--- config.mk ---
export PLATFORM = sky130hd
export DESIGN_NAME = sme_ctrl
export DESIGN_NICKNAME = d
export VERILOG_FILES = /design/src/rtl/sme_pkg.sv /design/src/rtl/sme_ctrl.sv
export SDC_FILE = /design/constraint.sdc
export NUM_CORES = 1
export LEC_CHECK = 0
export ABC_AREA = 1
export BUFFER_PORTS_ARGS = -buffer_cell sky130_fd_sc_hd__buf_2
export CAP_MARGIN = 20
export CORE_AREA = 2 2 39 41
export DETAILED_ROUTE_END_ITERATION = 12
export DIE_AREA = 0 0 41 43
export HOLD_SLACK_MARGIN = 0.08
export PLACE_DENSITY = 0.44
export SYNTH_ARGS = -nofsm -noshare
export SYNTH_HDL_FRONTEND = slang
export SYNTH_SLANG_ARGS = --single-unit
--- constraint.sdc ---
create_clock -name clk -period 1.9 [get_ports clk]
set_clock_uncertainty 0.1 [all_clocks]
set_input_delay 0.19 -clock clk [delete_from_list [all_inputs] [get_ports clk]]
set_output_delay 0.19 -clock clk [all_outputs]
set_load 0.01 [all_outputs]
--- src/rtl/sme_pkg.sv ---
// Shared types and constants for the stable matching engine.
// Used by sme_ctrl, sme_datapath and stable_matching_engine_top; no dependencies.

package sme_pkg;

  // Largest number of couples the tables hold.
  localparam int MAX_COUPLES = 32;

  // Index of one person inside a table row.
  localparam int IDX_W = $clog2(MAX_COUPLES);

  // Field widths of the item and result ports.
  localparam int PERSON_W = 6;
  localparam int RANK_W   = 5;
  localparam int OP_W     = 2;

  // Counters that must also hold the couple count itself.
  localparam int CNT_W = IDX_W + 1;

  // One preference table holds MAX_COUPLES rows of MAX_COUPLES entries.
  localparam int ADDR_W    = 2 * IDX_W;
  localparam int MEM_DEPTH = MAX_COUPLES * MAX_COUPLES;

  // Item operation codes.
  typedef enum logic [OP_W-1:0] {
    OP_LOAD_PROPOSER = 2'd0,
    OP_LOAD_ACCEPTOR = 2'd1,
    OP_START         = 2'd2
  } op_t;

  // Commands from the controller to the datapath.
  typedef struct packed {
    logic load;
    logic init;
    logic pop;
    logic choose;
    logic pref;
    logic rank;
    logic emit;
  } sme_cmd_t;

  // Status from the datapath to the controller.
  typedef struct packed {
    logic q_empty;
    logic choice_ok;
    logic woman_bad;
    logic woman_free;
    logic emit_last;
  } sme_status_t;

endpackage

--- src/rtl/sme_ctrl.sv ---
// Sequencing state machine for the stable matching engine.
// Depends on sme_pkg for the command and status structs and operation codes.

module sme_ctrl (
  input  logic                     clk,
  input  logic                     rst,
  input  logic                     start,
  input  logic [sme_pkg::OP_W-1:0] operation,
  input  sme_pkg::sme_status_t     status,
  output sme_pkg::sme_cmd_t        cmd,
  output logic                     busy
);

  typedef enum logic [2:0] {
    S_IDLE,
    S_INIT,
    S_POP,
    S_CHOOSE,
    S_PREF,
    S_RANK,
    S_EMIT
  } state_t;

  state_t state;
  state_t state_next;

  // Commands follow directly from state, start input and datapath status.
  always_comb begin
    cmd        = '0;
    state_next = state;
    case (state)
      S_IDLE: begin
        cmd.load = start;
        if (start && (operation == sme_pkg::OP_START)) begin
          state_next = S_INIT;
        end
      end
      S_INIT: begin
        cmd.init   = 1'b1;
        state_next = S_POP;
      end
      S_POP: begin
        cmd.pop = !status.q_empty;
        if (status.q_empty) begin
          state_next = S_EMIT;
        end else begin
          state_next = S_CHOOSE;
        end
      end
      S_CHOOSE: begin
        cmd.choose = status.choice_ok;
        if (status.choice_ok) begin
          state_next = S_PREF;
        end else begin
          state_next = S_POP;
        end
      end
      S_PREF: begin
        cmd.pref = 1'b1;
        if (status.woman_bad || status.woman_free) begin
          state_next = S_POP;
        end else begin
          state_next = S_RANK;
        end
      end
      S_RANK: begin
        cmd.rank   = 1'b1;
        state_next = S_POP;
      end
      S_EMIT: begin
        cmd.emit = 1'b1;
        if (status.emit_last) begin
          state_next = S_IDLE;
        end
      end
      default: begin
        state_next = S_IDLE;
      end
    endcase
  end

  // State register and the registered busy flag.
  always_ff @(posedge clk) begin
    if (rst) begin
      state <= S_IDLE;
      busy  <= 1'b0;
    end else begin
      state <= state_next;
      busy  <= (state_next != S_IDLE);
    end
  end

  // Only one datapath command is active in any cycle.
  a_cmd_onehot: assert property (@(posedge clk) disable iff (rst)
    $onehot0(cmd))
    else $error("More than one datapath command at once.");

  // A start item taken while idle always begins a run.
  a_start_runs: assert property (@(posedge clk) disable iff (rst)
    (state == S_IDLE && start && operation == sme_pkg::OP_START) |=> (state == S_INIT && busy))
    else $error("Start item did not begin a run.");

  // Busy is low exactly when the machine rests in idle.
  a_busy_idle: assert property (@(posedge clk) disable iff (rst)
    busy == (state != S_IDLE))
    else $error("Busy flag disagrees with the state.");

endmodule

==> results.md, run 1 <==
* Met3 WL at around 47 um
* Die Height at between 40 and 50 um
* Worst setup SP type: flop
* Vias in the first global route at 270
* Synth Cell Area at around 280 um2
* YS warnings at 0
* Syn Area/Cell at between 5 and 6 um2
* P&R area growth vs syn at 45.13%
* Place WS at around 0.67 ns
* DRC at 0
* Synth unique cells at 10
* Setup TNS at 0 ns
* Clock buffer count from CTS at 3
* Worst slew pin tran at between 0.2 and 0.25 ns
* Main area contributors after synthesis: dfxtp_1 28%, inv_1 16%, nor2_1 13%, nand2_1 12%, nand3_1 8.8%
* DP HPWL at ~580 um
* Compound-Gate Fraction of Synth Area at 0%
* Worst EP required at between 1.5 and 2 ns
* Largest net degree at the start of global routing at 8
* VDD IR max at about 0.33 mV
* Die width at 41 um
* CTS Sinks at 4
* Fin worst setup slack at ~0.54 ns
* Starting Density at a little over 20%
* Gr ovfl total at 0
* Normalized max-slew margin at a little over four fifths
* Main combinational cell family by area after synthesis: simple AND/OR/NAND/NOR gates
* XOR/XNOR share of the synthesized area at 0%
* H-tree depth at 1
* Global-route wire length before repair at ~920 um
* Outcome: finished, final reports clean
* Clock slew at reported path FFs at 0.04 ns
* Vias at between 300 and 400
* Initial DRC count at 2
* Initial antenna violation count at 0
* IO Port Bufs at 17
* Ant. Diodes at 0
* Post-CTS sizing at 0
* Cells after Synth at 50
* Power per cell area at 647.5 nW/um2
* LEAKAGE at 0.2897 nW
* Post-synthesis simple-gate area fraction at 53.10%
* Top layer in use: met4
* Vias per cell at a little under 4
* Ports at 18
* Drt wl/cell at between 7 and 8 um
* Synth Area in Adders at 0%
* Hold-fix buffers, CTS at 0
* TritonCTS clock tree: done
* FP Rows at 14
* Max Cap Viol at 0
* Crit. End Element: primary output
* Max clock buf depth at 2
* Yosys top cell area share at 28.32%
* Synth Register Bits at 4
* Total core area at roughly 1400 um2
* Routability cong. at slightly above 0.7
* Hold Slack at 0.1185 ns
* Fillcell total at between 150 and 200
* Initial DRT Pass Iterations at 2
* Final critical-path required period at between 1 and 1.5 ns
* Mux share of post-synthesis cell area at 0%
* Final Cell Area at approximately 410 um2
* Critical path class: reg2out
* Area leader, netlist: dfxtp_1
* Dpl cell area at approximately 390 um2
* Critical path arrival at 1.07 ns
* Fin crit share at a little under three quarters
* Fmax at 0.7354 GHz
* Sequential standard cell area at between 80 and 90 um2
* CP Max Fanout at 6
* Final WL at roughly 670 um
* Layout cell share with drive strength beyond 1 at a little under 40%
* Met2 routed WL at ~310 um
* Final Max Slew Viols at 0
* Mapped Nets at 60
* Detail Route Antenna Nets at 0
* Unrepaired setup endpoints after global routing: no
* Multi-input logic area at 150.1 um2
* Final Hold Viols at 0
* Final setup vio count at 0
* Final Net Count at ~80
* M1 WL at ~290 um
* Die area at 1763 um2
* # Post-CTS Setup Buffers at 0
* Clk_lat worst skew at 0.23 ns
* Hold Path Class: in2reg
* Clock Root Buffer: clkbuf_4
* Total GRT Usage at about 8.4%
* Seq/Total Area, Yosys at ~28%
flip-flops by register name, summed over array words and instances (netlist names):
register,cells
state,3
busy,1
per-stage QoR:
stage | utilization (%) | std cells | total power, mW
final | 29.66 | 86 | 0.2657
after global routing | 29.66 | 86 | 0.2865
after CTS | 29.66 | 86 | 0.2734
after detailed placement | 28.03 | 83 | 0.1642
after global placement | 28.03 | 83 | 0.1644
after floorplan | - | 50 | 0.1377
layout by cell type (no fill, tap or decap), types with 2 or more instances in the layout:
master     n
nand4_1    3
nand2_1    9
dfxtp_1    4
buf_2     17
nor2_2     3
inv_2      2
nor2_1    10
clkbuf_4   3
inv_1     12
nand3_1    5
path summary, 6_finish.rpt:
path	from	cells after the start	slack, ns	to
max	state[2]	4	0.54	cmd[3]
max reg2reg	state[2]	7	0.70	busy
min	rst	4	0.12	state[2]
min reg2reg	state[2]	4	0.66	state[0]
report_power, final:
part	leakage (nW)	switching [mW]	internal, mW
Clock	0.0138	0.0335	0.0705
Combinational	0.243	0.0348	0.0272
Sequential	0.0326	0.00720	0.0925
Total	0.290	0.0754	0.190
routing by layer:
metal | up-vias | track usage, %
li1 | 190 | -
met1 | 136 | 8.039
met2 | 12 | 11.88
met3 | 2 | 3.141
met4 | 0 | 10.00
met5 | - | 0
cells by family after synthesis:
family | after synthesis
DFF | 4
buffers and inverters | 14
and+or+nand+nor | 32
cell type report:
cell class	instances	area share, %
Multi-Input combinational cell	32	36.59
Clock buffer	3	5.488
Tap cell	16	4.878
Timing Repair Buffer	17	20.73
Sequential cell	4	19.51
Inverter	14	12.80
synth_stat cells:
cell and n:
inv_1 12, inv_2 2, nand3_2 1, nor2_2 3
nand2_1 9, nand2_2 1, nand3_1 5, nand4_1 3
nor2_1 10, dfxtp_1 4
critical path, cell delays in order (launching register included):
cell	delay (ns)
dfxtp_1	0.36
inv_2	0.12
nand3_1	0.11
nor2_2	0.11
buf_2	0.13
Power figures use the tool's default switching activity.
==> inputs of run 2 (changes only) <==
--- a/config.mk
+++ b/config.mk
@@ -5,14 +5,14 @@
 export SDC_FILE = /design/constraint.sdc
 export NUM_CORES = 1
 export LEC_CHECK = 0
-export ABC_AREA = 1
+export ABC_AREA = 0
 export BUFFER_PORTS_ARGS = -buffer_cell sky130_fd_sc_hd__buf_2
 export CAP_MARGIN = 20
 export CORE_AREA = 2 2 39 41
 export DETAILED_ROUTE_END_ITERATION = 12
 export DIE_AREA = 0 0 41 43
 export HOLD_SLACK_MARGIN = 0.08
-export PLACE_DENSITY = 0.44
+export PLACE_DENSITY = 0.46
 export SYNTH_ARGS = -nofsm -noshare
 export SYNTH_HDL_FRONTEND = slang
 export SYNTH_SLANG_ARGS = --single-unit
==> constraint.sdc (replaced) <==
create_clock -name clk -period 1.4 [get_ports clk]
set_clock_uncertainty 0.1 [all_clocks]
set_input_delay 0.14 -clock clk [delete_from_list [all_inputs] [get_ports clk]]
set_output_delay 0.14 -clock clk [all_outputs]
set_load 0.01 [all_outputs]
==> results.md, run 2 <==
* IO Port Bufs at 17
* Syn Area/Cell at 9.619 um2
* Min-Delay Path Depth at 3
* Power per cell area at between 900 and 1000 nW/um2
* Clock Root Buffer: clkbuf_4
* Initial antenna violation count at 0
* Worst hold start: status[3]
* CTS Sinks at 4
* Drt wl/cell at roughly 11 um
* DP HPWL at about 600 um
* Die width at slightly above 40 um
* Worst setup SP type: flop
* Critical path arrival at ~1.5 ns
* Crit-path max cell delay at between 0.3 and 0.4 ns
* Die Height at approximately 43 um
* Most frequent cells in the layout: 17 x buf_2, 4 x nand2_1, 4 x buf_4
* Crit. End Element: flop
* Starting Density at between 20 and 25%
* Outcome: finished with violations
* Routability cong. at roughly 0.63
* Mapped Nets at 42
* Gr ovfl total at 0
* Fin crit share at 103.8%
* Final critical-path required period at roughly 1.5 ns
* Final setup vio count at 1
* Post-synth ARST share at 0%
* Worst slew pin tran at ~0.32 ns
* Synth Cell Area at just over 300 um2
* Worst R2R End: busy
* Fillcell total at approximately 150
* Biggest regs: state: 3 flops, busy: 1 flops
* Fmax at 0.6885 GHz
* Detail Route Antenna Nets at 0
* Sequential standard cell area at a little under 90 um2
* Ant. Diodes at 0
* Failing checks: setup timing
* Main area contributors after synthesis: dfxtp_1 26%, a2111oi_4 8.9%, nor4b_4 7.7%, nor4b_1 5.7%, nand2_1 4.9%
* Synth Register Bits at 4
* Fin util at between 30% and 40%
* Area leader, netlist: dfxtp_1
* Ports at 18
* Setup TNS at -0.05253 ns
* VDD IR max at ~0.30 mV
* Vias per cell at 4.592
* Largest net degree at the start of global routing at 11
* Critical path class: reg2reg
* Clock slew at reported path FFs at roughly 0.040 ns
* Final Hold Viols at 0
* TritonCTS clock tree: done
* Initial DRC count at 1
* Total core area at approximately 1400 um2
* Max clock buf depth at 2
* Clk_lat worst skew at around 0.23 ns
* YS warnings at 0
* Final Max Slew Viols at 0
* Synth cell count leaders: 4 x dfxtp_1, 4 x nand2_1
* Prevailing post-synth register cell: dfxtp_1
* Unrepaired setup endpoints after global routing: yes
* Most flop-heavy register: state
* Final Net Count at 67
* Initial DRT Pass Iterations at 2
* Vias in the first global route at 322
* H-tree depth at 1
* CP Cell Sequence: buf_6, nor4b_1, a211oi_1, nor3_1, or3_1
* Max FFs per register at 3
* Seq/Total Area, Yosys at between 20% and 30%
* Max Cap Viol at 0
* Die area at 1763 um2
* Global-route wire length before repair at approximately 1.3 mm
* Multi-input logic area at 222.7 um2
* Reg2reg setup slack at -0.05 ns
* Post-synth EDFFs at 0
* Worst r2r src: state[2]
* Fin worst setup slack at -0.05253 ns
* CP Max Fanout at 6
* LEAKAGE at 0.2318 nW
* Hold Crit Endpoint: state[2]
* Leading cell type in the layout, fill and taps excluded: buf_2
* Synth unique cells at 21
* DRC at 0
* Yosys top cell area share at 26.02%
* FP Rows at 14
* Total GRT Usage at 11.03%
* Vias at 326
* Clock buffer count from CTS at 3
* Normalized max-slew margin at between 70 and 80%
* Crit-path slowest cell: dfxtp_4
* P&R area growth vs syn at 59.35%
* Cells after Synth at 32
* Total power at roughly 0.44 mW
* Final WL at ~800 um
* Layout cell share with drive strength beyond 1 at 65.45%
* R2R depth at 5
* Hold Path Class: in2reg
* Worst EP required at between 1 and 1.5 ns
## run 2: stage by stage
stage / area (um2) / setup slack, ns / hold slack, ns / std cells
after floorplan: 307.8 / 0.02253 / 0.1168 / 32
after global placement: 419.2 / -0.1767 / 0.2657 / 66
after detailed placement: 419.2 / -0.1796 / 0.2603 / 66
after CTS: 474.2 / -0.02944 / 0.08330 / 70
after global routing: 490.5 / -0.1163 / 0.09677 / 71
final: 490.5 / -0.05253 / 0.09281 / 71
## run 2: worst max path at each step
stage	from	end
2_1_floorplan	state[1]	busy
6_report	state[2]	busy
3_5_place_dp	state[2]	busy
3_3_place_gp	state[2]	busy
4_1_cts	state[2]	busy
5_1_grt	state[2]	busy
## run 2: area by class of cell
| cell class | instances | area share [%] |
|---|---|---|
| clock buffers | 3 | 4.592 |
| multi-input cells | 25 | 45.41 |
| flip-flops and latches | 4 | 18.11 |
| well taps | 16 | 4.082 |
| repair buffers | 23 | 27.81 |
## run 2: timing repair
action	CTS	global route
setup endpoints to repair	7	5
endpoints found under the hold margin	3	0
gates resized for setup	8	3
cloned	0	0
buffers inserted	0	1
pin swaps	1	2
hold buffers	1	0
## run 2: worst max-delay path: cells and delay by family (launching register included)
family,cells,cell delay [ns]
AO/OA/AOI/OAI,1,0.23
buffers and inverters,1,0.13
flip-flops,1,0.38
AND/OR/NAND/NOR,3,0.50
## run 2: report_power, final
group | internal (mW) | switching [mW]
clock | 0.0958 | 0.0452
sequential | 0.132 | 0.0209
combinational | 0.0825 | 0.0655
total | 0.311 | 0.132
## run 2: cells by family after synthesis
kind of cell | after synthesis | share of synthesized area, %
buffers and inverters | 3 | 7.723
DFF | 4 | 26.02
and+or+nand+nor | 19 | 44.71
AOI/OAI and AO/OA | 6 | 21.55
## run 2: layer usage
metal | share of wire, % | up-vias | track usage [%]
li1 | - | 166 | -
met1 | 40 | 148 | 13.78
met2 | 53 | 12 | 16.25
met3 | 6.5 | 0 | 1.571
met4 | 0 | 0 | 8.000
met5 | 0 | - | 0
==> inputs of run 3 (changes only) <==
--- a/config.mk
+++ b/config.mk
@@ -12,7 +12,7 @@
 export DETAILED_ROUTE_END_ITERATION = 12
 export DIE_AREA = 0 0 41 43
 export HOLD_SLACK_MARGIN = 0.08
-export PLACE_DENSITY = 0.46
+export PLACE_DENSITY = 0.55
 export SYNTH_ARGS = -nofsm -noshare
 export SYNTH_HDL_FRONTEND = slang
 export SYNTH_SLANG_ARGS = --single-unit
==> results.md, run 3 (synthesized netlist as in run 2, its figures left out) <==
* Most frequent cells in the layout: 16 x buf_2, 8 x buf_4, 4 x nand2_1
* Routability cong. at slightly above 0.7
* Final critical-path required period at 1.465 ns
* Fin worst setup slack at -0.06479 ns
* Fin util at roughly two fifths
* Critical path arrival at 1.48 ns
* Drt wl/cell at roughly 11 um
* Hold Path Class: in2reg
* Leading cell type in the layout, fill and taps excluded: buf_2
* Max FFs per register at 3
* Die Height at around 43 um
* Outcome: finished with violations
* Initial DRC count at 6
* Worst r2r src: state[2]
* Starting Density at 22.24%
* Final Net Count at around 70
* Power per cell area at 879.5 nW/um2
* Initial DRT Pass Iterations at 2
* Biggest regs: state: 3 flops, busy: 1 flops
* Worst setup SP type: flop
* LEAKAGE at ~0.25 nW
* Clock slew at reported path FFs at roughly 0.040 ns
* Ports at 18
* Largest net degree at the start of global routing at 9
* Unrepaired setup endpoints after global routing: yes
* Die width at slightly above 40 um
* Vias in the first global route at 312
* Total GRT Usage at 10.82%
* Worst EP required at approximately 1.4 ns
* Fin cells at 76
* Normalized max-slew margin at roughly four fifths
* Final setup vio count at 4
* Max clock buf depth at 2
* Worst slew pin tran at around 0.30 ns
* Clock buffer count from CTS at 3
* VDD IR max at ~0.33 mV
* Clock Root Buffer: clkbuf_4
* Max Cap Viol at 0
* Detail Route Antenna Nets at 0
* Clk_lat worst skew at around 0.24 ns
* Most flop-heavy register: state
* Final WL at 865 um
* Worst hold start: status[0]
* Failing checks: setup timing
* FP Rows at 14
* Layout cell share with drive strength beyond 1 at 68.33%
* Vias per cell at between 4 and 5
* P&R area growth vs syn at 76.83%
* DRC at 0
* Ant. Diodes at 0
* Gr ovfl total at 0
* Vias at between 300 and 400
* IO Port Bufs at 17
* Initial antenna violation count at 0
* CP Launch Point: state[2]
* Placed cells at 69
* CP Max Fanout at 8
* Fin crit share at 104.6%
* Global-route wire length before repair at between 1 and 1.5 mm
* Critical path class: reg2reg
* Total core area at roughly 1400 um2
* Die area at ~1800 um2
* Crit. End Element: flop
* Fmax at 0.6827 GHz
* TritonCTS clock tree: done
* H-tree depth at 1
* CTS Sinks at 4
* Final Hold Viols at 0
* DP HPWL at between 600 and 700 um
* Final Max Slew Viols at 0
## run 3: cell count changes in the layout (fill, tap and decap cells not counted), sizes merged
cell and change:
buf +4, dlygate4sd3 +1
## run 3: worst paths after layout
path	endpoint	slack [ns]	depth (start not counted)
max reg2reg	busy	-0.06	4
min	state[1]	0.11	4
max	busy	-0.06	4
min reg2reg	state[1]	0.47	2
## run 3: timing repair
action	in CTS	in global routing
pin swaps	1	0
resized for setup	8	5
setup endpoints to repair	9	7
endpoints found under the hold margin	3	0
cloned	0	0
buffers inserted	1	1
hold buffers	2	0
## run 3: routing by layer
layer | track usage, % | vias to the layer above | wire (um)
li1 | - | 178 | -
met1 | 13.42 | 156 | 379
met2 | 15.00 | 16 | 399
met3 | 3.141 | 2 | 72
met4 | 8.000 | 0 | 14
met5 | 0 | - | 0
## run 3: final cells by class
type	instances	area, um2
Multi-Input combinational cell	25	230.2
Tap cell	16	20.02
Sequential cell	4	88.84
Timing Repair Buffer	28	182.7
Fill cell	144	839.6
Clock buffer	3	22.52
## run 3: worst max-delay path, stage by stage, from the launching register on
cell       delay (ns)
dfxtp_4          0.37
nor4b_4          0.15
a2111oi_4        0.33
a211oi_2         0.07
or3_1            0.32
## run 3: power breakdown
part | leakage (nW) | total, mW | switching (mW) | internal [mW]
clock network | 0.0138 | 0.149 | 0.0531 | 0.0963
registers | 0.0347 | 0.156 | 0.0241 | 0.132
logic | 0.205 | 0.173 | 0.0695 | 0.103
## run 3: stage by stage
step	power [mW]	hold slack [ns]	setup TNS [ns]	worst slack (ns)	area (um2)
6_report	0.4787	0.1055	-0.1486	-0.06479	544.3
5_1_grt	0.5111	0.1505	-0.4616	-0.1306	544.3
4_1_cts	0.4695	0.1002	-0.1672	-0.05721	511.7
3_3_place_gp	0.2946	0.2660	-0.1591	-0.1383	441.7
3_5_place_dp	0.2949	0.2642	-0.2430	-0.1855	441.7
2_1_floorplan	0.2325	0.1168	0	0.02253	307.8
